==> src/sv/cha_pkg.sv <==
// Shared constants, tables and types for the compass heading averager.
// No dependencies; imported by every RTL module of the block.
package cha_pkg;

   // Averaging group size and heading precision
   localparam int SAMPLES         = 10;
   localparam int ANGLE_FRAC_BITS = 8;

   // Input field and pre-rotated vector widths
   localparam int FIELD_W  = 12;
   localparam int VEC_IN_W = FIELD_W + 1;

   // CORDIC datapath
   localparam int CORDIC_STEPS = 16;
   localparam int STEP_W       = $clog2(CORDIC_STEPS);
   localparam int TABLE_FRAC   = 16;
   localparam int VEC_W        = 32;
   localparam int ANG_W        = 26;
   localparam int ATAN_W       = 22;
   localparam int ANGLE_RIGHT  = 90 << TABLE_FRAC;

   // Heading rounding from Q16 down to the output precision
   localparam int ROUND_SHIFT = TABLE_FRAC - ANGLE_FRAC_BITS;
   localparam int ROUND_HALF  = (ROUND_SHIFT == 0) ? 0 : (1 << (ROUND_SHIFT - 1));

   // Fixed-point heading
   localparam int HEAD_W     = ANGLE_FRAC_BITS + 9;
   localparam int HEAD_LIM   = 180 << ANGLE_FRAC_BITS;
   localparam int HEAD_RIGHT = 90 << ANGLE_FRAC_BITS;

   // Running sum and group count
   localparam int SUM_W   = 12;
   localparam int SUM_MAX = 2047;
   localparam int SUM_MIN = -2048;
   localparam int TOT_W   = ANGLE_FRAC_BITS + SUM_W + 1;
   localparam int CNT_W   = $clog2(SAMPLES + 1);

   // Average by reciprocal multiply: exact for magnitudes below 2^12
   localparam int DIV_SHIFT = 24;
   localparam int RECIP     = ((1 << DIV_SHIFT) + SAMPLES - 1) / SAMPLES;
   localparam int RECIP_W   = DIV_SHIFT + 1;
   localparam int MAG_W     = SUM_W;
   localparam int PROD_W    = MAG_W + RECIP_W;

   // Result
   localparam int OUT_W   = 9;
   localparam int OUT_LIM = 180;

   // Queue depths
   localparam int QUEUE_DEPTH = 2;
   localparam int RSP_DEPTH   = 2;

   // atan(2^-i) in degrees, Q16
   localparam logic [ATAN_W-1:0] ATAN_Q16 [CORDIC_STEPS] = '{
      22'd2949120, 22'd1740967, 22'd919879, 22'd466945,
      22'd234379,  22'd117304,  22'd58666,  22'd29335,
      22'd14668,   22'd7334,    22'd3667,   22'd1833,
      22'd917,     22'd458,     22'd229,    22'd115
   };

   // Starting angle after quadrant pre-rotation
   typedef enum logic [1:0] {
      START_ZERO,
      START_POS90,
      START_NEG90
   } start_type;

   // One classified reading, front to back
   typedef struct packed {
      logic                       special;
      logic signed [HEAD_W-1:0]   fixed_heading;
      logic signed [VEC_IN_W-1:0] vec_a;
      logic signed [VEC_IN_W-1:0] vec_b;
      start_type                  start;
   } work_type;

   // Back-end sequencer
   typedef enum logic [5:0] {
      ST_IDLE   = 6'b000001,
      ST_ROTATE = 6'b000010,
      ST_ROUND  = 6'b000100,
      ST_ACCUM  = 6'b001000,
      ST_AVG    = 6'b010000,
      ST_EMIT   = 6'b100000
   } back_state_type;

endpackage

==> src/sv/compass_heading_averager.sv <==
// Top level of the compass heading averager: front, queue and back end.
// Depends on cha_pkg, cha_front, cha_queue and cha_back.
//
//   channel   direction  handshake        payload
//   req_      in         push / full      field_x, field_y (12-bit signed)
//   rsp_      out        pop / empty      heading_deg (9-bit signed)
//
// An ordinary reading passes through the back end as one load, 16 CORDIC
// rotations of the single shared rotator, one round and one accumulate.
// Axis and origin readings skip the rotator: load, then accumulate. Closing
// a group adds a reciprocal multiply, then a write to the result buffer.
// Synchronous reset empties both queues and clears the sum and count.
// req_full rises when the two-entry work queue fills; the back end holds in
// its emit step while the two-entry result buffer is full.
module compass_heading_averager import cha_pkg::*; (
   input  logic                      clock,
   input  logic                      reset,
   input  logic                      req_push,
   output logic                      req_full,
   input  logic signed [FIELD_W-1:0] req_field_x,
   input  logic signed [FIELD_W-1:0] req_field_y,
   input  logic                      rsp_pop,
   output logic                      rsp_empty,
   output logic signed [OUT_W-1:0]   rsp_heading_deg
);

   work_type write_data;
   work_type read_data;
   logic     queue_write;
   logic     queue_full;
   logic     queue_read;
   logic     queue_not_empty;

   cha_front u_front (
      .req_push    (req_push),
      .req_field_x (req_field_x),
      .req_field_y (req_field_y),
      .req_full    (req_full),
      .queue_full  (queue_full),
      .queue_write (queue_write),
      .queue_data  (write_data)
   );

   cha_queue u_queue (
      .clock      (clock),
      .reset      (reset),
      .write      (queue_write),
      .write_data (write_data),
      .read       (queue_read),
      .read_data  (read_data),
      .full       (queue_full),
      .not_empty  (queue_not_empty)
   );

   cha_back u_back (
      .clock           (clock),
      .reset           (reset),
      .work            (read_data),
      .work_valid      (queue_not_empty),
      .work_take       (queue_read),
      .rsp_pop         (rsp_pop),
      .rsp_empty       (rsp_empty),
      .rsp_heading_deg (rsp_heading_deg)
   );

endmodule

==> src/sv/cha_front.sv <==
// Front end: accepts readings and classifies axis and origin cases.
// Pre-rotates ordinary readings into the right half plane. Uses cha_pkg.
module cha_front import cha_pkg::*; (
   input  logic                      req_push,
   input  logic signed [FIELD_W-1:0] req_field_x,
   input  logic signed [FIELD_W-1:0] req_field_y,
   output logic                      req_full,
   input  logic                      queue_full,
   output logic                      queue_write,
   output work_type                  queue_data
);

   logic signed [VEC_IN_W-1:0] a_raw;
   logic signed [VEC_IN_W-1:0] b_raw;

   // Vector is (b, a) = (X, -Y)
   assign a_raw = -VEC_IN_W'(req_field_y);
   assign b_raw = VEC_IN_W'(req_field_x);

   assign req_full    = queue_full;
   assign queue_write = req_push && !queue_full;

   // Classify and pre-rotate
   always_comb begin
      queue_data               = '0;
      queue_data.vec_a         = a_raw;
      queue_data.vec_b         = b_raw;
      queue_data.start         = START_ZERO;
      if (a_raw == '0) begin
         // On the X axis (or origin): exact 0 or +180
         queue_data.special       = 1'b1;
         queue_data.fixed_heading = b_raw[VEC_IN_W-1] ? HEAD_W'(HEAD_LIM) : '0;
      end else if (b_raw == '0) begin
         // On the Y axis: exact +-90
         queue_data.special       = 1'b1;
         queue_data.fixed_heading = a_raw[VEC_IN_W-1] ? HEAD_W'(-HEAD_RIGHT)
                                                      : HEAD_W'(HEAD_RIGHT);
      end else if (b_raw[VEC_IN_W-1]) begin
         if (!a_raw[VEC_IN_W-1]) begin
            queue_data.vec_b = a_raw;
            queue_data.vec_a = -b_raw;
            queue_data.start = START_POS90;
         end else begin
            queue_data.vec_b = -a_raw;
            queue_data.vec_a = b_raw;
            queue_data.start = START_NEG90;
         end
      end
   end

endmodule

==> src/sv/cha_queue.sv <==
// Short queue of classified readings between front and back end.
// Register-based, QUEUE_DEPTH entries of work_type. Uses cha_pkg.
module cha_queue import cha_pkg::*; (
   input  logic     clock,
   input  logic     reset,
   input  logic     write,
   input  work_type write_data,
   input  logic     read,
   output work_type read_data,
   output logic     full,
   output logic     not_empty
);

   localparam int PTR_W = $clog2(QUEUE_DEPTH);
   localparam int QCNT_W = $clog2(QUEUE_DEPTH + 1);

   work_type          entry_ff [QUEUE_DEPTH];
   logic [PTR_W-1:0]  wr_ptr_ff, wr_ptr_in;
   logic [PTR_W-1:0]  rd_ptr_ff, rd_ptr_in;
   logic [QCNT_W-1:0] count_ff, count_in;
   logic              do_write, do_read;

   assign full      = count_ff == QCNT_W'(QUEUE_DEPTH);
   assign not_empty = count_ff != '0;
   assign read_data = entry_ff[rd_ptr_ff];
   assign do_write  = write && !full;
   assign do_read   = read && not_empty;

   // Advance pointers and occupancy
   always_comb begin
      wr_ptr_in = wr_ptr_ff;
      rd_ptr_in = rd_ptr_ff;
      count_in  = count_ff;
      if (do_write) begin
         wr_ptr_in = (wr_ptr_ff == PTR_W'(QUEUE_DEPTH - 1)) ? '0 : wr_ptr_ff + 1'b1;
      end
      if (do_read) begin
         rd_ptr_in = (rd_ptr_ff == PTR_W'(QUEUE_DEPTH - 1)) ? '0 : rd_ptr_ff + 1'b1;
      end
      if (do_write && !do_read) begin
         count_in = count_ff + 1'b1;
      end else if (do_read && !do_write) begin
         count_in = count_ff - 1'b1;
      end
   end

   always_ff @(posedge clock) begin
      if (reset) begin
         wr_ptr_ff <= '0;
         rd_ptr_ff <= '0;
         count_ff  <= '0;
      end else begin
         wr_ptr_ff <= wr_ptr_in;
         rd_ptr_ff <= rd_ptr_in;
         count_ff  <= count_in;
      end
   end

   // Store payload
   always_ff @(posedge clock) begin
      if (do_write) begin
         entry_ff[wr_ptr_ff] <= write_data;
      end
   end

endmodule

==> src/sv/cha_back.sv <==
// Back end: iterative CORDIC, running sum, group average and result buffer.
// Takes classified readings from cha_queue. Uses cha_pkg.
module cha_back import cha_pkg::*; (
   input  logic                    clock,
   input  logic                    reset,
   input  work_type                work,
   input  logic                    work_valid,
   output logic                    work_take,
   input  logic                    rsp_pop,
   output logic                    rsp_empty,
   output logic signed [OUT_W-1:0] rsp_heading_deg
);

   localparam int RPTR_W = $clog2(RSP_DEPTH);
   localparam int RCNT_W = $clog2(RSP_DEPTH + 1);

   localparam logic signed [ANG_W-1:0] ANG_HEAD_HI = ANG_W'(HEAD_LIM);
   localparam logic signed [ANG_W-1:0] ANG_HEAD_LO = ANG_W'(-HEAD_LIM);
   localparam logic signed [TOT_W-1:0] TOT_SUM_HI  = TOT_W'(SUM_MAX);
   localparam logic signed [TOT_W-1:0] TOT_SUM_LO  = TOT_W'(SUM_MIN);
   localparam logic signed [MAG_W:0]   AVG_HI      = (MAG_W + 1)'(OUT_LIM);
   localparam logic signed [MAG_W:0]   AVG_LO      = (MAG_W + 1)'(-OUT_LIM);

   back_state_type              state_ff, state_in;
   logic signed [VEC_W-1:0]     vec_a_ff, vec_a_in;
   logic signed [VEC_W-1:0]     vec_b_ff, vec_b_in;
   logic signed [ANG_W-1:0]     angle_ff, angle_in;
   logic [STEP_W-1:0]           step_ff, step_in;
   logic signed [HEAD_W-1:0]    head_ff, head_in;
   logic signed [SUM_W-1:0]     sum_ff, sum_in;
   logic [CNT_W-1:0]            count_ff, count_in;
   logic signed [SUM_W-1:0]     group_sum_ff, group_sum_in;
   logic [MAG_W-1:0]            quot_ff, quot_in;
   logic                        neg_ff, neg_in;

   logic signed [OUT_W-1:0]     rsp_mem_ff [RSP_DEPTH];
   logic [RPTR_W-1:0]           rsp_wr_ff, rsp_wr_in;
   logic [RPTR_W-1:0]           rsp_rd_ff, rsp_rd_in;
   logic [RCNT_W-1:0]           rsp_cnt_ff, rsp_cnt_in;

   logic signed [VEC_W-1:0]     shift_a, shift_b;
   logic signed [ANG_W-1:0]     atan_step;
   logic signed [ANG_W-1:0]     rounded;
   logic signed [TOT_W-1:0]     total, trunc;
   logic [CNT_W-1:0]            count_next;
   logic signed [MAG_W:0]       group_wide, mag_wide;
   logic [PROD_W-1:0]           product;
   logic signed [MAG_W:0]       avg_wide;
   logic signed [OUT_W-1:0]     avg_out;
   logic                        rsp_push, rsp_take, rsp_full;

   // CORDIC micro-rotation operands
   assign shift_a   = vec_a_ff >>> step_ff;
   assign shift_b   = vec_b_ff >>> step_ff;
   assign atan_step = ANG_W'(ATAN_Q16[step_ff]);

   // Round Q16 angle to nearest, ties upward
   assign rounded = (angle_ff + ANG_W'(ROUND_HALF)) >>> ROUND_SHIFT;

   // Add heading to the sum, truncate toward zero
   assign total = (TOT_W'(sum_ff) <<< ANGLE_FRAC_BITS) + TOT_W'(head_ff);
   assign trunc = (total >>> ANGLE_FRAC_BITS)
                + $signed(TOT_W'(total[TOT_W-1] && (total[ANGLE_FRAC_BITS-1:0] != '0)));
   assign count_next = count_ff + 1'b1;

   // Magnitude times reciprocal gives the truncated quotient
   assign group_wide = (MAG_W + 1)'(group_sum_ff);
   assign mag_wide   = group_sum_ff[SUM_W-1] ? -group_wide : group_wide;
   assign product    = PROD_W'(mag_wide[MAG_W-1:0]) * PROD_W'(RECIP);

   // Restore sign and clamp the average
   always_comb begin
      avg_wide = neg_ff ? -$signed({1'b0, quot_ff}) : $signed({1'b0, quot_ff});
      if (avg_wide > AVG_HI) begin
         avg_out = OUT_W'(OUT_LIM);
      end else if (avg_wide < AVG_LO) begin
         avg_out = OUT_W'(-OUT_LIM);
      end else begin
         avg_out = avg_wide[OUT_W-1:0];
      end
   end

   assign rsp_full  = rsp_cnt_ff == RCNT_W'(RSP_DEPTH);
   assign rsp_empty = rsp_cnt_ff == '0;
   assign rsp_take  = rsp_pop && !rsp_empty;
   assign rsp_push  = (state_ff == ST_EMIT) && !rsp_full;
   assign rsp_heading_deg = rsp_mem_ff[rsp_rd_ff];
   assign work_take = (state_ff == ST_IDLE) && work_valid;

   // Sequencer and datapath
   always_comb begin
      state_in     = state_ff;
      vec_a_in     = vec_a_ff;
      vec_b_in     = vec_b_ff;
      angle_in     = angle_ff;
      step_in      = step_ff;
      head_in      = head_ff;
      sum_in       = sum_ff;
      count_in     = count_ff;
      group_sum_in = group_sum_ff;
      quot_in      = quot_ff;
      neg_in       = neg_ff;
      unique case (state_ff)
         ST_IDLE: begin
            // Load the next reading
            if (work_valid) begin
               vec_a_in = VEC_W'(work.vec_a) <<< TABLE_FRAC;
               vec_b_in = VEC_W'(work.vec_b) <<< TABLE_FRAC;
               step_in  = '0;
               head_in  = work.fixed_heading;
               case (work.start)
                  START_POS90: angle_in = ANG_W'(ANGLE_RIGHT);
                  START_NEG90: angle_in = ANG_W'(-ANGLE_RIGHT);
                  default:     angle_in = '0;
               endcase
               state_in = work.special ? ST_ACCUM : ST_ROTATE;
            end
         end
         ST_ROTATE: begin
            // One rotation toward the positive X axis
            if (!vec_a_ff[VEC_W-1]) begin
               vec_b_in = vec_b_ff + shift_a;
               vec_a_in = vec_a_ff - shift_b;
               angle_in = angle_ff + atan_step;
            end else begin
               vec_b_in = vec_b_ff - shift_a;
               vec_a_in = vec_a_ff + shift_b;
               angle_in = angle_ff - atan_step;
            end
            step_in = step_ff + 1'b1;
            if (step_ff == STEP_W'(CORDIC_STEPS - 1)) begin
               state_in = ST_ROUND;
            end
         end
         ST_ROUND: begin
            // Round and clamp to +-180 degrees
            if (rounded > ANG_HEAD_HI) begin
               head_in = HEAD_W'(HEAD_LIM);
            end else if (rounded < ANG_HEAD_LO) begin
               head_in = HEAD_W'(-HEAD_LIM);
            end else begin
               head_in = rounded[HEAD_W-1:0];
            end
            state_in = ST_ACCUM;
         end
         ST_ACCUM: begin
            // Saturate the new sum and count the reading
            if (trunc > TOT_SUM_HI) begin
               sum_in = SUM_W'(SUM_MAX);
            end else if (trunc < TOT_SUM_LO) begin
               sum_in = SUM_W'(SUM_MIN);
            end else begin
               sum_in = trunc[SUM_W-1:0];
            end
            count_in = count_next;
            state_in = ST_IDLE;
            if (count_next == CNT_W'(SAMPLES)) begin
               group_sum_in = sum_in;
               sum_in       = '0;
               count_in     = '0;
               state_in     = ST_AVG;
            end
         end
         ST_AVG: begin
            quot_in  = product[DIV_SHIFT +: MAG_W];
            neg_in   = group_sum_ff[SUM_W-1];
            state_in = ST_EMIT;
         end
         ST_EMIT: begin
            // Hold until the result buffer has room
            if (!rsp_full) begin
               state_in = ST_IDLE;
            end
         end
         default: state_in = ST_IDLE;
      endcase
   end

   // Result buffer pointers
   always_comb begin
      rsp_wr_in  = rsp_wr_ff;
      rsp_rd_in  = rsp_rd_ff;
      rsp_cnt_in = rsp_cnt_ff;
      if (rsp_push) begin
         rsp_wr_in = (rsp_wr_ff == RPTR_W'(RSP_DEPTH - 1)) ? '0 : rsp_wr_ff + 1'b1;
      end
      if (rsp_take) begin
         rsp_rd_in = (rsp_rd_ff == RPTR_W'(RSP_DEPTH - 1)) ? '0 : rsp_rd_ff + 1'b1;
      end
      if (rsp_push && !rsp_take) begin
         rsp_cnt_in = rsp_cnt_ff + 1'b1;
      end else if (rsp_take && !rsp_push) begin
         rsp_cnt_in = rsp_cnt_ff - 1'b1;
      end
   end

   // Control state
   always_ff @(posedge clock) begin
      if (reset) begin
         state_ff   <= ST_IDLE;
         sum_ff     <= '0;
         count_ff   <= '0;
         rsp_wr_ff  <= '0;
         rsp_rd_ff  <= '0;
         rsp_cnt_ff <= '0;
      end else begin
         state_ff   <= state_in;
         sum_ff     <= sum_in;
         count_ff   <= count_in;
         rsp_wr_ff  <= rsp_wr_in;
         rsp_rd_ff  <= rsp_rd_in;
         rsp_cnt_ff <= rsp_cnt_in;
      end
   end

   // Datapath registers
   always_ff @(posedge clock) begin
      vec_a_ff     <= vec_a_in;
      vec_b_ff     <= vec_b_in;
      angle_ff     <= angle_in;
      step_ff      <= step_in;
      head_ff      <= head_in;
      group_sum_ff <= group_sum_in;
      quot_ff      <= quot_in;
      neg_ff       <= neg_in;
      if (rsp_push) begin
         rsp_mem_ff[rsp_wr_ff] <= avg_out;
      end
   end

endmodule

==> config.mk <==
export PLATFORM = sky130hd
export DESIGN_NAME = compass_heading_averager
export DESIGN_NICKNAME = d
export VERILOG_FILES = /design/src/sv/cha_pkg.sv /design/src/sv/compass_heading_averager.sv /design/src/sv/cha_front.sv /design/src/sv/cha_queue.sv /design/src/sv/cha_back.sv
export SDC_FILE = /design/constraint.sdc
export NUM_CORES = 1
export LEC_CHECK = 0
export BUFFER_PORTS_ARGS = -buffer_cell sky130_fd_sc_hd__buf_2
export CAP_MARGIN = 20
export CORE_AREA = 2 2 213 215
export CTS_CLUSTER_SIZE = 14
export DETAILED_ROUTE_END_ITERATION = 6
export DIE_AREA = 0 0 215 217
export PLACE_DENSITY_LB_ADDON = 0.1
export SYNTH_ARGS = -nofsm -noshare
export SYNTH_HDL_FRONTEND = slang
export SYNTH_SLANG_ARGS = --single-unit
==> constraint.sdc <==
create_clock -name clock -period 7.3 [get_ports clock]
set_clock_uncertainty 0.05 [all_clocks]
set_input_delay 0.73 -clock clock [delete_from_list [all_inputs] [get_ports clock]]
set_output_delay 0.73 -clock clock [all_outputs]
set_load 0.02 [all_outputs]
# Word level (Yosys, flattened, before mapping)
# Memory sizes are Yosys's and may differ from the RTL's. A register that Yosys moved wholly into a read port is not among the register bits.
# Cells that the tools add are included.
# classes
multipliers,1
order_cmp,7
n_shift,2
muxes,56
n_addsub,24
n_eq_ne,15
bitwise,1
reduce_logical,31
# ops
op,n
$mux 32,4
$pmux 32 s2,2
$mux 28,4
$pmux 26 s2,2
$mux 17,4
$add 32x32->32,2
$sshr 32x4->32,2
$sub 32x32->32,2
$mux 26,2
$mux 12,4
$mux 22,2
$mux 18,2
$pmux 6 s6,1
$pmux 17 s2,1
$mul 12x20->32 const B,1
$add 26x23->26,1
$add 26x9->26 const B,1
$logic_not 13->1,2
$neg 12->13,2
$sub 26x23->26,1
$add 20x17->21,1
$gt 21x12->1 const B,1
$lt 21x12->1 const B,1
$gt 18x17->1 const B,1
40 further kinds,91
# totals
mem_bits_rw,110
word_cells,157
in_bits,28
ff_bits,163
mem_bits_ro,352
out_inout_bits,11
memories,3
# memory_table
memory,depth,word_bits,read_ports,rd_ports_with_merged_regs,wr,line_no,text
(no name shown),16,22,1,0,0,cha_back.sv:55,assign atan_step = ANG_W'(ATAN_Q16[step_ff]);
u_queue.entry_ff,2,46,1,1,1,cha_queue.sv:17,work_type entry_ff [QUEUE_DEPTH];
u_back.rsp_mem_ff,2,9,1,1,1,cha_back.sv:36,logic signed [OUT_W-1:0] rsp_mem_ff [RSP_DEPTH];

# Depth between registers and ports, before layout
# Gate-level depths: netlist of run 1.
# depth
ltp_word,8
depth_mapped,28
mapped_depth_nobuf,28

# Hierarchy
# A second synthesis of run 1 with hierarchy kept.
# unflattened
cells_unflattened,2920
area_unflattened_um2,27371.3
# modules_own_cells
mod,instances,area_per_inst_um2,cells_each,seq_area_each_um2
cha_back,1,22384.0,2528,5074.9
cha_queue,1,3535.9,168,2862.7
cha_front,1,1451.4,224,0.0

# Worst setup path before layout of run 1
# OpenSTA, ideal clock, no wires.
# synth_path
path_kind,register to register
startpoint,register u_back.group_sum_ff[0]
endpoint,register u_back.quot_ff[8] (data pin)
t_arrival_ps,6190
n_path_buf,0
required_ps,6990
period_less_slack_ps,6500
stages_incl_launch_ff,27
slack_ps,800
cell_sequence,edfxtp_1 > inv_1 > ha_1 > nand2_1 > or4_1 > o21ai_0 > xor2_1 > xor2_1 > fa_1 > inv_1 > fa_1 > inv_1 > fa_1 > inv_1 > fa_1 > inv_1 > ha_1 > a21o_1 > a21oi_1 > maj3_1 > nor2_1 > o21ai_0 > a41oi_1 > o41ai_1 > o2111ai_1 > a21oi_1 > xnor2_1
# synth_via
elab_chain_len,3
# synth_lines
item,line_no,text
from (decl),cha_back.sv:32,"logic signed [SUM_W-1:0] group_sum_ff, group_sum_in;"
from (signal assigned),cha_back.sv:223,group_sum_ff <= group_sum_in;
$neg 12->12,cha_back.sv:68,assign mag_wide = group_sum_ff[SUM_W-1] ? -group_wide : group_wide;
$mux 12 (*),cha_back.sv:68,
$mul 12x20->32 (*),cha_back.sv:69,assign product = PROD_W'(mag_wide[MAG_W-1:0]) * PROD_W'(RECIP);
net u_back.product[32],cha_back.sv:47,logic [PROD_W-1:0] product;
to (signal assigned),cha_back.sv:224,quot_ff <= quot_in;
to (decl),cha_back.sv:33,"logic [MAG_W-1:0] quot_ff, quot_in;"
# Mark *: on every way through the listed nets, which the timed path passes. The rest lies on a longest branch.
# A chain may end at the register's enable or synchronous reset.

# Worst setup path after layout of run 1
# Ends and elaborated chain as after synthesis.

==> Flow_metrics.wiki, run 1 <==
{| class="wikitable"
! Metric !! Value
|-
| Per-cell routed wire length || 19.4 um
|-
| Number of enable-type register cells in the synthesized netlist || 219
|-
| Commonest register cell after synthesis || sky130_fd_sc_hd__edfxtp_1
|-
| Async set-or-reset flop fraction in the synthesized netlist || 0%
|-
| Clock sink total || 251
|-
| First-pass GRT wire length || 103,000 um
|-
| WP data required || 7.59 ns
|-
| Overall Global Routing Usage || between 20% and 30%
|-
| Starting utilization of the core area || a little over half
|-
| Number of buffers created by CTS || 30
|-
| Max_slew headroom || 38.2%
|-
| Clk Tree Root Cell || sky130_fd_sc_hd__clkbuf_16
|-
| H-tree depth reported by CTS || 1
|-
| Hold Crit Class || reg2reg
|-
| Post-DP Area || 25,300 um^2
|-
| Commonest non-fill, non-tap cell in the layout || sky130_fd_sc_hd__nand2_1
|-
| Die extent in y || 217 um
|-
| Status || completed
|-
| Number of optimization iterations in the first detailed-route pass || 5
|-
| Clock slew seen by the registers of the worst setup and hold paths || 0.06 ns
|-
| Worst setup path category || reg2reg
|-
| Antenna violations before repair || 1
|-
| Placement Rows || 78
|-
| Met3 track utilization from global routing || 2.88%
|-
| Highest-count cells in the layout ignoring fill and taps || 250 x sky130_fd_sc_hd__nand2_1, 235 x sky130_fd_sc_hd__nor2_1, 219 x sky130_fd_sc_hd__edfxtp_1, 197 x sky130_fd_sc_hd__ha_1, 186 x sky130_fd_sc_hd__a21oi_1
|-
| CTS tree || done
|-
| Placer congestion estimate || 0.900
|-
| Remaining design rule violation count || 0
|-
| Sequential cell area fraction in the yosys report || 29.4%
|-
| End of the worst register-to-register path || u_back.quot_ff[8]$_DFFE_PP_
|-
| Worst reg-to-reg path cell count || 27
|-
| Setup repair after global routing missed its margin || false
|-
| Core Util, Final || 58.9%
|-
| FF-to-FF Start || u_back.group_sum_ff[0]$_DFFE_PP_
|-
| Slew at the pin closest to its max-slew limit || 0.927 ns
|-
| # port buffers || 38
|-
| Min Tclk post-route || 6.80 ns
|-
| Post-cts gate resize count || 0
|-
| Layout area overhead || 7.10%
|-
| Post-layout net count || 2,923
|-
| YS warnings || 0
|-
| Slack of the worst reg-to-reg path || 0.50 ns
|-
| Fmax || between 0.1 and 0.15 GHz
|-
| Number of library cell types mapped by synthesis || 91
|-
| Maximum capacitance violations || 0
|-
| GRT busiest layer || met2
|-
| Die Outline Area || 46,700 um^2
|-
| Cells after Synth || 2,663
|-
| Insertion delay to the later sink of the worst-skew pair || 0.60 ns
|-
| Count of state elements after synthesis || 251
|-
| Syn Std Cell Area || 24,600 um^2
|-
| Capturing element of the worst setup path || u_back.quot_ff[8]$_DFFE_PP_
|-
| Number of endpoints failing setup at the final stage || 0
|-
| Total detailed-routing wirelength || approximately 63,000 um
|-
| Met1 usage || 39.7%
|-
| Maximum buffer depth of the clock tree || 3
|-
| Area of all placed cells without fillers || between 20,000 and 30,000 um^2
|-
| Grt ovf || 0
|-
| Crit share post-route || between 90% and 100%
|-
| Layout cell share with drive strength beyond 1 || 9.54%
|-
| Quantity of hold-fixing buffers added after cts || 0
|-
| Number of DRC violations after detailed-routing iteration 0 || 1,630
|-
| Global routing usage on met2 || 43.1%
|-
| Top-level port count || 39
|-
| Max-slew violations || 0
|-
| Core area || 44,700 um^2
|-
| Worst Setup Start Kind || register
|-
| Post-route setup slack || roughly 0.50 ns
|-
| Hold violation total from the final report || 0
|-
| Maximum fanout encountered on the critical timing path || 5
|-
| Pin count of the biggest net entering global routing || 92
|-
| Worst path arrival time || 7.08 ns
|-
| Vias in the first global route || 19,300
|-
| Mapped Nets || 2,936
|-
| Post-place setup slack || roughly 0.54 ns
|-
| DP HPWL || 47,300 um
|-
| Number of antenna-violating nets in the routed design || 0
|-
| Type of destination of the critical path || register
|-
| Critical path launch point || u_back.group_sum_ff[0]$_DFFE_PP_
|-
| Vias || 20,100
|-
| Post-CTS setup repair buffer count || 0
|-
| Synthesized area per cell || 9.23 um^2
|-
| Mean number of vias per cell || 6.14
|-
| Final setup TNS || 0 ns
|-
| Die outline width || 215 um
|}
-- through the flow --
stage / hold slack [ns] / cells
final: 0.436 / 3275
after global routing: 0.458 / 3275
after CTS: 0.441 / 3272
after detailed placement: 0.426 / 3216
after global placement: 0.403 / 3216
after floorplan: 0.393 / 2663
-- cell families (layout without fill, tap and decap cells) --
| group | count (synthesis) | after routing | share of synthesized area (%) |
|---|---|---|---|
| fa+ha+maj | 247 | 247 | 14.0 |
| flops | 251 | 251 | 29.4 |
| other cells | 1 | 2 | 0.0153 |
| compound gates | 625 | 625 | 16.1 |
| xor+xnor | 253 | 253 | 9.05 |
| mux | 181 | 181 | 11.0 |
| simple gates | 821 | 821 | 16.0 |
| buf+inv | 284 | 295 | 4.54 |
-- cells in the mapped netlist (all sizes together) (44+ instances only) --
library cell	instances	area share, %
nand3	50	1.1
xnor2	145	5.2
clkbuf	72	1.1
nor3	44	0.90
fa	48	3.9
nand2	250	3.8
ha	197	10
a31oi	47	1.2
inv	171	2.6
a21o	55	1.7
xor2	108	3.8
o21ai	143	2.9
edfxtp	219	27
nor2	238	3.6
mux4	65	6.0
mux2	44	2.0
mux2i	72	2.9
a21oi	186	3.8
-- final cells by class --
class	count	area, um^2
clock inverter	17	178
antenna	1	2.50
tap	600	751
multi-input combinational	2128	16300
timing repair buffer	67	455
inverter	172	646
sequential	251	7220
fill	3983	18400
clock buffer	39	805
-- worst min-delay path by stage --
stage / start / end / slack (ns) / cells past startpoint
after floorplan: u_back.sum_ff[4]$_SDFFE_PP0P_ / u_back.sum_ff[4]$_SDFFE_PP0P_ / 0.39 / 1
after detailed placement: u_back.sum_ff[4]$_SDFFE_PP0P_ / u_back.sum_ff[4]$_SDFFE_PP0P_ / 0.43 / 1
after global placement: u_back.sum_ff[4]$_SDFFE_PP0P_ / u_back.sum_ff[4]$_SDFFE_PP0P_ / 0.40 / 1
final: u_back.sum_ff[4]$_SDFFE_PP0P_ / u_back.sum_ff[4]$_SDFFE_PP0P_ / 0.44 / 1
after CTS: u_back.sum_ff[4]$_SDFFE_PP0P_ / u_back.sum_ff[4]$_SDFFE_PP0P_ / 0.44 / 1
after global routing: u_back.sum_ff[4]$_SDFFE_PP0P_ / u_back.sum_ff[4]$_SDFFE_PP0P_ / 0.46 / 1
-- critical path, cell delays in order (launching register included) --
cell                        delay [ns]
sky130_fd_sc_hd__edfxtp_1         0.40
sky130_fd_sc_hd__inv_1            0.14
sky130_fd_sc_hd__ha_1             0.19
sky130_fd_sc_hd__nand2_1          0.09
sky130_fd_sc_hd__or4_1            0.43
sky130_fd_sc_hd__o21ai_0          0.22
sky130_fd_sc_hd__xor2_1           0.39
sky130_fd_sc_hd__xor2_1           0.20
sky130_fd_sc_hd__fa_1             0.59
sky130_fd_sc_hd__inv_1            0.11
sky130_fd_sc_hd__fa_1             0.55
sky130_fd_sc_hd__inv_1            0.06
sky130_fd_sc_hd__fa_1             0.49
sky130_fd_sc_hd__inv_1            0.05
sky130_fd_sc_hd__fa_1             0.53
sky130_fd_sc_hd__inv_1            0.04
sky130_fd_sc_hd__ha_1             0.22
sky130_fd_sc_hd__a21o_1           0.19
sky130_fd_sc_hd__a21oi_1          0.15
sky130_fd_sc_hd__maj3_1           0.18
sky130_fd_sc_hd__nor2_1           0.04
sky130_fd_sc_hd__o21ai_0          0.19
sky130_fd_sc_hd__a41oi_1          0.19
sky130_fd_sc_hd__o41ai_1          0.27
sky130_fd_sc_hd__buf_4            0.18
sky130_fd_sc_hd__o2111ai_1        0.12
sky130_fd_sc_hd__a21oi_1          0.18
sky130_fd_sc_hd__xnor2_1          0.10
-- routing by layer --
layer / share of wire [%] / vias to the layer above
met5: 0 / -
met4: 2.9 / 0
met3: 5.7 / 92
met2: 45 / 600
met1: 47 / 9752
li1: - / 9680
-- registers in the layout, summed over array words and instances (netlist names), 2 cells and up, named ones only --
name,flops
u_queue.entry_ff,68
u_back.rsp_cnt_ff,2
u_queue.count_ff,2
u_back.sum_ff,12
u_back.vec_a_ff,32
u_back.head_ff,17
u_back.angle_ff,26
u_back.quot_ff,9
u_back.state_ff,6
u_back.step_ff,4
u_back.group_sum_ff,12
u_back.count_ff,4
u_back.vec_b_ff,32
u_back.rsp_mem_ff,18
Power of run 1 is left out: the tool's default activity adds up to more than one toggle a clock period on the data nets, which glitch-free logic cannot reach.
==> run 2, diff against run 1 <==
SKIP_LAST_GASP = 1   (was default)
clock period = 6.5 ns   (was 7.3 ns; I/O delays follow)
==> run 2 against run 1 <==
  * Maximum frequency increased by 7.6%
  * Core utilization increased by 1.4 points
  * Critical endpoint unchanged
  * Die area unchanged
==> Flow_metrics.wiki, run 2 (same netlist as run 1, synthesis figures left out) <==
{| class="wikitable"
! Metric !! Value
|-
| Antenna violations before repair || 1 (unchanged)
|-
| Clock slew seen by the registers of the worst setup and hold paths || 0.06 ns (about the same)
|-
| Insertion delay to the later sink of the worst-skew pair || 0.57 ns (was 0.60 ns)
|-
| Startpoint of the tightest hold check path || u_back.sum_ff[0]$_SDFFE_PP0P_ (was u_back.sum_ff[4]$_SDFFE_PP0P_)
|-
| Delay of the slowest cell on the worst path || 0.60 ns (was 0.59 ns)
|-
| Die Outline Area || 46,700 um^2 (unchanged)
|-
| Core Util, Final || 60.3% (was 58.9%)
|-
| WP data required || 6.76 ns (was 7.59 ns)
|-
| Number of buffers created by CTS || 30 (unchanged)
|-
| Min Tclk post-route || 6.32 ns (was 6.80 ns)
|-
| DP Cell Count || 3,253 (was 3,216)
|-
| Slew at the pin closest to its max-slew limit || 1.03 ns (was 0.927 ns)
|-
| Number of DRC violations after detailed-routing iteration 0 || 1,841 (was 1,630)
|-
| Number of standard cells in the layout, taps in and fillers out || 3,318 (was 3,275)
|-
| Slack of the worst reg-to-reg path || 0.18 ns (was 0.50 ns)
|-
| Worst setup path category || reg2reg (unchanged)
|-
| Core area || 44,700 um^2 (unchanged)
|-
| Number of antenna repair diodes || 0 (was 1)
|-
| Status || completed (unchanged)
|-
| Vias in the first global route || 19,300 (about the same)
|-
| Total detailed-routing wirelength || 63,200 um (was 63,400 um)
|-
| Cell type group with the largest total delay on the critical path || adder cells (unchanged)
|-
| Top-level port count || 39 (unchanged)
|-
| Placement Rows || 78 (unchanged)
|-
| Setup repair after global routing missed its margin || true (was false)
|-
| H-tree depth reported by CTS || 1 (unchanged)
|-
| DP HPWL || 48,100 um (was 47,300 um)
|-
| Clk Tree Root Cell || sky130_fd_sc_hd__clkbuf_16 (unchanged)
|-
| Layout cell share with drive strength beyond 1 || 12.7% (was 9.54%)
|-
| Maximum buffer depth of the clock tree || 3 (unchanged)
|-
| Die extent in y || 217 um (unchanged)
|-
| Clock sink total || 251 (unchanged)
|-
| Maximum capacitance violations || 0 (unchanged)
|-
| Max FFs per register || 68 (unchanged)
|-
| Post-layout net count || 2,967 (was 2,923)
|-
| Remaining design rule violation count || 0 (unchanged)
|-
| Worst reg-to-reg path cell count || 26 (was 27)
|-
| Layout area overhead || 9.61% (was 7.10%)
|-
| Maximum fanout encountered on the critical timing path || 3 (was 5)
|-
| Hold violation total from the final report || 0 (unchanged)
|-
| Count of buffering cells on the critical path with inverters included || 6 (unchanged)
|-
| Number of antenna-violating nets in the routed design || 0 (unchanged)
|-
| Hold Path Stages || 1 (unchanged)
|-
| Starting utilization of the core area || 55.0% (unchanged)
|-
| Type of destination of the critical path || register (unchanged)
|-
| Placer congestion estimate || 0.919 (was 0.900)
|-
| Worst path arrival time || 6.58 ns (was 7.08 ns)
|-
| Mean number of vias per cell || 6.09 (was 6.14)
|-
| Cell with the largest stage delay on the worst path || sky130_fd_sc_hd__fa_2 (was sky130_fd_sc_hd__fa_1)
|-
| Largest regs || u_queue.entry_ff (68), u_back.vec_a_ff (32), u_back.vec_b_ff (32) (unchanged)
|-
| First-pass GRT wire length || 102,000 um (was 103,000 um)
|-
| Max_slew headroom || 31.3% (was 38.2%)
|-
| Sink of the worst hold path || u_back.sum_ff[0]$_SDFFE_PP0P_ (was u_back.sum_ff[4]$_SDFFE_PP0P_)
|-
| Vias || 20,200 (was 20,100)
|-
| Number of endpoints failing setup at the final stage || 0 (unchanged)
|-
| Per-cell routed wire length || 19.0 um (was 19.4 um)
|-
| CTS tree || done (unchanged)
|-
| Commonest non-fill, non-tap cell in the layout || sky130_fd_sc_hd__nand2_1 (unchanged)
|-
| # port buffers || 38 (unchanged)
|-
| Crit share post-route || 97.3% (was 93.1%)
|-
| Final setup TNS || 0 ns (unchanged)
|-
| Fmax || 0.158 GHz (was 0.147 GHz)
|-
| Overall Global Routing Usage || 26.9% (was 27.2%)
|-
| Worst Setup Start Kind || register (unchanged)
|-
| Hold_ws || 0.437 ns (was 0.436 ns)
|-
| Highest-count cells in the layout ignoring fill and taps || 249 x sky130_fd_sc_hd__nand2_1, 233 x sky130_fd_sc_hd__nor2_1, 219 x sky130_fd_sc_hd__edfxtp_1, 191 x sky130_fd_sc_hd__ha_1, 184 x sky130_fd_sc_hd__a21oi_1 (was 250 x sky130_fd_sc_hd__nand2_1, 235 x sky130_fd_sc_hd__nor2_1, 219 x sky130_fd_sc_hd__edfxtp_1, 197 x sky130_fd_sc_hd__ha_1, 186 x sky130_fd_sc_hd__a21oi_1)
|-
| Top register by number of flip-flops || u_queue.entry_ff (unchanged)
|-
| Number of optimization iterations in the first detailed-route pass || 6 (was 5)
|-
| Hold Crit Class || reg2reg (unchanged)
|-
| Die outline width || 215 um (unchanged)
|-
| Max-slew violations || 0 (unchanged)
|-
| FF-to-FF Start || u_back.group_sum_ff[0]$_DFFE_PP_ (unchanged)
|-
| End of the worst register-to-register path || u_back.quot_ff[8]$_DFFE_PP_ (unchanged)
|-
| Grt ovf || 0 (unchanged)
|-
| Pin count of the biggest net entering global routing || 92 (unchanged)
|}
run 2: cell types whose count changed in the layout (fill, tap and decap cells not counted), moves of 6 or more:
cell | before | now
sky130_fd_sc_hd__fa_2 | 0 | 6
sky130_fd_sc_hd__fa_1 | 48 | 42
sky130_fd_sc_hd__inv_1 | 169 | 160
sky130_fd_sc_hd__inv_2 | 2 | 11
sky130_fd_sc_hd__buf_4 | 24 | 67
sky130_fd_sc_hd__ha_1 | 197 | 191
run 2: worst register-to-register path, cell delays in order (launching register included):
cell and delay [ns]:
sky130_fd_sc_hd__edfxtp_1 0.42, sky130_fd_sc_hd__inv_2 0.11, sky130_fd_sc_hd__ha_4 0.13, sky130_fd_sc_hd__nand2_2 0.06, sky130_fd_sc_hd__or4_4 0.52, sky130_fd_sc_hd__o21ai_4 0.16, sky130_fd_sc_hd__xor2_2 0.22, sky130_fd_sc_hd__buf_4 0.17
sky130_fd_sc_hd__nor2_2 0.05, sky130_fd_sc_hd__fa_2 0.60, sky130_fd_sc_hd__inv_2 0.05, sky130_fd_sc_hd__buf_4 0.13, sky130_fd_sc_hd__fa_1 0.52, sky130_fd_sc_hd__fa_2 0.45, sky130_fd_sc_hd__fa_1 0.52, sky130_fd_sc_hd__inv_1 0.04
sky130_fd_sc_hd__ha_1 0.18, sky130_fd_sc_hd__a21o_1 0.19, sky130_fd_sc_hd__a21o_1 0.18, sky130_fd_sc_hd__a21o_1 0.18, sky130_fd_sc_hd__a21oi_2 0.16, sky130_fd_sc_hd__a41oi_2 0.18, sky130_fd_sc_hd__o41ai_2 0.23, sky130_fd_sc_hd__buf_4 0.17
sky130_fd_sc_hd__o2111ai_1 0.11, sky130_fd_sc_hd__a21oi_1 0.19, sky130_fd_sc_hd__xnor2_1 0.09
run 2: stage by stage:
stage                     cell area (um^2)  setup slack, ns
after global routing                 26900           -0.133
final                                26900            0.179
after CTS                            26700           0.0167
after floorplan                      24600         0.000291
after global placement               25600          0.00181
after detailed placement             25600           -0.115
run 2: layer usage:
metal	global-route usage, %	routed length, um	part of all wire [%]
met5	0	0	0
met2	42.0	28100	44
met3	3.62	3940	6.2
met4	8.34	1910	3.0
met1	39.0	29300	46
run 2: how the worst max path moves through the flow:
stage / start / to / slack [ns] / cells past startpoint
3_3_place_gp: u_back.group_sum_ff[1]$_DFFE_PP_ / u_back.quot_ff[8]$_DFFE_PP_ / 0.002 / 25
5_1_grt: u_back.group_sum_ff[0]$_DFFE_PP_ / u_back.quot_ff[8]$_DFFE_PP_ / -0.13 / 28
4_1_cts: u_back.group_sum_ff[0]$_DFFE_PP_ / u_back.quot_ff[8]$_DFFE_PP_ / 0.02 / 26
3_5_place_dp: u_back.group_sum_ff[4]$_DFFE_PP_ / u_back.quot_ff[8]$_DFFE_PP_ / -0.12 / 25
2_1_floorplan: u_back.group_sum_ff[0]$_DFFE_PP_ / u_back.quot_ff[8]$_DFFE_PP_ / 0.0003 / 26
6_report: u_back.group_sum_ff[0]$_DFFE_PP_ / u_back.quot_ff[8]$_DFFE_PP_ / 0.18 / 26
run 2: layout make-up:
class	instances	area [um^2]
multi-input combinational	2128	16500
clock inverter	21	234
clock buffer	35	801
sequential	251	7220
tap	600	751
timing repair buffer	111	796
fill	3890	17800
inverter	172	646
run 2: timing repair:
item | in CTS | in global routing
resized for setup | 8 | 49
hold buffers | 0 | 0
endpoints found under the setup margin | 2 | 9
pin swaps | 6 | 30
buffers inserted | 3 | 5
Power of run 2 is left out for the same reason.
==> run 3, diff against run 2 <==
clock period = 7.09 ns   (was 6.5 ns; I/O delays follow)
==> run 3 against run 2 <==
  * Register-to-register slack better by 0.24 ns
  * Clock-buffer cell count grew 1
  * Maximum frequency shrank 5.2%
  * Final area decreased by 1.9%
  * Largest cell class unchanged
  * Die area stayed put
  * Routed wire length up 0.14%
  * Global-route usage increased by 0.062 points
  * Highest routed layer is now met5
==> Flow_metrics.wiki, run 3 (same netlist as run 1, synthesis figures left out) <==
{| class="wikitable"
! Metric !! Value
|-
| Status || completed (unchanged)
|-
| Max-slew violations || 0 (unchanged)
|-
| Worst Setup Start Kind || register (unchanged)
|-
| # port buffers || 38 (unchanged)
|-
| Worst reg-to-reg path cell count || 25 (was 26)
|-
| Core Util, Final || 59.1% (was 60.3%)
|-
| Hold violation total from the final report || 0 (unchanged)
|-
| Overall Global Routing Usage || 27.0% (was 26.9%)
|-
| Cell with the largest stage delay on the worst path || sky130_fd_sc_hd__or4b_2 (was sky130_fd_sc_hd__fa_2)
|-
| Slew at the pin closest to its max-slew limit || 1.01 ns (was 1.03 ns)
|-
| Slack of the worst reg-to-reg path || 0.42 ns (was 0.18 ns)
|-
| Number of optimization iterations in the first detailed-route pass || 6 (unchanged)
|-
| Quantity of hold-fixing buffers added after cts || 0 (unchanged)
|-
| Number of standard cells in the layout, taps in and fillers out || 3,281 (was 3,318)
|-
| Clock slew seen by the registers of the worst setup and hold paths || 0.06 ns (about the same)
|-
| Maximum capacitance violations || 0 (unchanged)
|-
| Top-level port count || 39 (unchanged)
|-
| Core area || 44,700 um^2 (unchanged)
|-
| Antenna violations before repair || 2 (was 1)
|-
| Remaining design rule violation count || 0 (unchanged)
|-
| Largest regs || u_queue.entry_ff (68), u_back.vec_a_ff (32), u_back.vec_b_ff (32) (unchanged)
|-
| Worst setup path category || reg2reg (unchanged)
|-
| Hold_ws || 0.423 ns (was 0.437 ns)
|-
| Starting utilization of the core area || 55.0% (unchanged)
|-
| Max FFs per register || 68 (unchanged)
|-
| H-tree depth reported by CTS || 1 (unchanged)
|-
| Hold Crit Class || in2reg (was reg2reg)
|-
| Total detailed-routing wirelength || 63,300 um (was 63,200 um)
|-
| DP Cell Count || 3,222 (was 3,253)
|-
| Commonest non-fill, non-tap cell in the layout || sky130_fd_sc_hd__nand2_1 (unchanged)
|-
| Placement Rows || 78 (unchanged)
|-
| Layout area overhead || 7.56% (was 9.61%)
|-
| Number of antenna-violating nets in the routed design || 0 (unchanged)
|-
| Number of endpoints failing setup at the final stage || 0 (unchanged)
|-
| Clock sink total || 251 (unchanged)
|-
| Final setup TNS || 0 ns (unchanged)
|-
| Maximum buffer depth of the clock tree || 3 (unchanged)
|-
| First-pass GRT wire length || 102,000 um (about the same)
|-
| CTS tree || done (unchanged)
|-
| Number of buffers created by CTS || 30 (unchanged)
|-
| Layout cell share with drive strength beyond 1 || 9.74% (was 12.7%)
|-
| Die Outline Area || 46,700 um^2 (unchanged)
|-
| End of the worst register-to-register path || u_back.quot_ff[8]$_DFFE_PP_ (unchanged)
|-
| Clk Tree Root Cell || sky130_fd_sc_hd__clkbuf_16 (unchanged)
|-
| Worst path arrival time || 6.95 ns (was 6.58 ns)
|-
| Placer congestion estimate || 0.917 (was 0.919)
|-
| Max_slew headroom || 32.5% (was 31.3%)
|-
| Delay of the slowest cell on the worst path || 0.72 ns (was 0.60 ns)
|-
| Maximum fanout encountered on the critical timing path || 4 (was 3)
|-
| Fmax || 0.150 GHz (was 0.158 GHz)
|-
| Critical path launch point || u_back.group_sum_ff[4]$_DFFE_PP_ (was u_back.group_sum_ff[0]$_DFFE_PP_)
|-
| FF-to-FF Start || u_back.group_sum_ff[4]$_DFFE_PP_ (was u_back.group_sum_ff[0]$_DFFE_PP_)
|-
| Number of DRC violations after detailed-routing iteration 0 || 1,613 (was 1,841)
|-
| Highest-count cells in the layout ignoring fill and taps || 250 x sky130_fd_sc_hd__nand2_1, 235 x sky130_fd_sc_hd__nor2_1, 219 x sky130_fd_sc_hd__edfxtp_1, 197 x sky130_fd_sc_hd__ha_1, 186 x sky130_fd_sc_hd__a21oi_1 (was 249 x sky130_fd_sc_hd__nand2_1, 233 x sky130_fd_sc_hd__nor2_1, 219 x sky130_fd_sc_hd__edfxtp_1, 191 x sky130_fd_sc_hd__ha_1, 184 x sky130_fd_sc_hd__a21oi_1)
|-
| Top register by number of flip-flops || u_queue.entry_ff (unchanged)
|-
| Vias || 20,200 (about the same)
|-
| Pin count of the biggest net entering global routing || 73 (was 92)
|-
| Per-cell routed wire length || 19.3 um (was 19.0 um)
|-
| Die outline width || 215 um (unchanged)
|-
| Capturing element of the worst setup path || u_back.quot_ff[8]$_DFFE_PP_ (unchanged)
|-
| WP data required || 7.37 ns (was 6.76 ns)
|-
| Post-layout net count || 2,930 (was 2,967)
|-
| Mean number of vias per cell || 6.15 (was 6.09)
|-
| Die extent in y || 217 um (unchanged)
|-
| Crit share post-route || 94.1% (was 97.3%)
|-
| Min Tclk post-route || 6.67 ns (was 6.32 ns)
|-
| Vias in the first global route || 19,200 (was 19,300)
|-
| Layout fillers || 3,964 (was 3,890)
|-
| Type of destination of the critical path || register (unchanged)
|-
| DP HPWL || 47,700 um (was 48,100 um)
|-
| Insertion delay to the later sink of the worst-skew pair || 0.61 ns (was 0.57 ns)
|-
| Grt ovf || 0 (unchanged)
|-
| Setup repair after global routing missed its margin || false (was true)
|}
## run 3: cell types whose count changed in the layout (fill, tap and decap cells not counted), moves of 4 or more
| cell | delta |
|---|---|
| sky130_fd_sc_hd__fa_1 | +6 |
| sky130_fd_sc_hd__inv_1 | +9 |
| sky130_fd_sc_hd__inv_2 | -9 |
| sky130_fd_sc_hd__xor2_1 | +4 |
| sky130_fd_sc_hd__fa_2 | -6 |
| sky130_fd_sc_hd__ha_4 | -5 |
| sky130_fd_sc_hd__buf_4 | -34 |
| sky130_fd_sc_hd__ha_1 | +6 |
## run 3: repair_timing
action,4_1_cts,5_1_grt
gates resized for setup,0,1
setup buffers,0,2
endpoints found under the setup margin,0,2
## run 3: routing by layer
metal | up-vias | global-route usage [%] | wire [um]
met3 | 102 | 4.51 | 4160
met2 | 671 | 42.6 | 28100
met5 | - | 0 | 19
li1 | 9720 | - | -
met4 | 2 | 7.79 | 1880
met1 | 9667 | 38.3 | 29200
## run 3: how the worst min path moves through the flow
stage,endpoint,slack [ns],cells after the start,from
after global placement,u_back.sum_ff[4]$_SDFFE_PP0P_,0.43,1,u_back.sum_ff[4]$_SDFFE_PP0P_
after detailed placement,u_back.sum_ff[0]$_SDFFE_PP0P_,0.43,1,u_back.sum_ff[0]$_SDFFE_PP0P_
after CTS,u_queue.entry_ff[1][15]$_DFFE_PP_,0.41,3,req_field_x[0]
after floorplan,u_back.sum_ff[4]$_SDFFE_PP0P_,0.39,1,u_back.sum_ff[4]$_SDFFE_PP0P_
after global routing,u_queue.entry_ff[1][15]$_DFFE_PP_,0.45,3,req_field_x[0]
final,u_queue.entry_ff[1][15]$_DFFE_PP_,0.42,3,req_field_x[0]
## run 3: per-stage QoR
stage / cell area, um^2 / worst slack [ns]
detailed placement: 25300 / 0.332
global placement: 25300 / 0.417
floorplan: 24600 / 0.590
global route: 26400 / 0.0173
finish: 26400 / 0.420
CTS: 26400 / 0.322
## run 3: cell type report
cell class                      count  area, um^2  share of cell area, %
Multi-Input combinational cell   2128       16300                   61.5
Sequential cell                   251        7220                   27.3
Clock buffer                       36         803                   3.04
Tap cell                          600         751                   2.84
Inverter                          172         646                   2.44
Timing Repair Buffer               74         498                   1.88
Clock inverter                     19         249                  0.942
Antenna cell                        1        2.50                0.00947
## run 3: worst max-delay path: cells and delay by family (launching register included)
kind	cells	cell delay [ns]
adders and majority gates	6	2.55
DFF	1	0.44
AOI/OAI and AO/OA	7	1.22
and+or+nand+nor	5	1.42
xor gates and xnor gates	2	0.30
buffers and inverters	5	0.44
Power of run 3 is left out for the same reason.
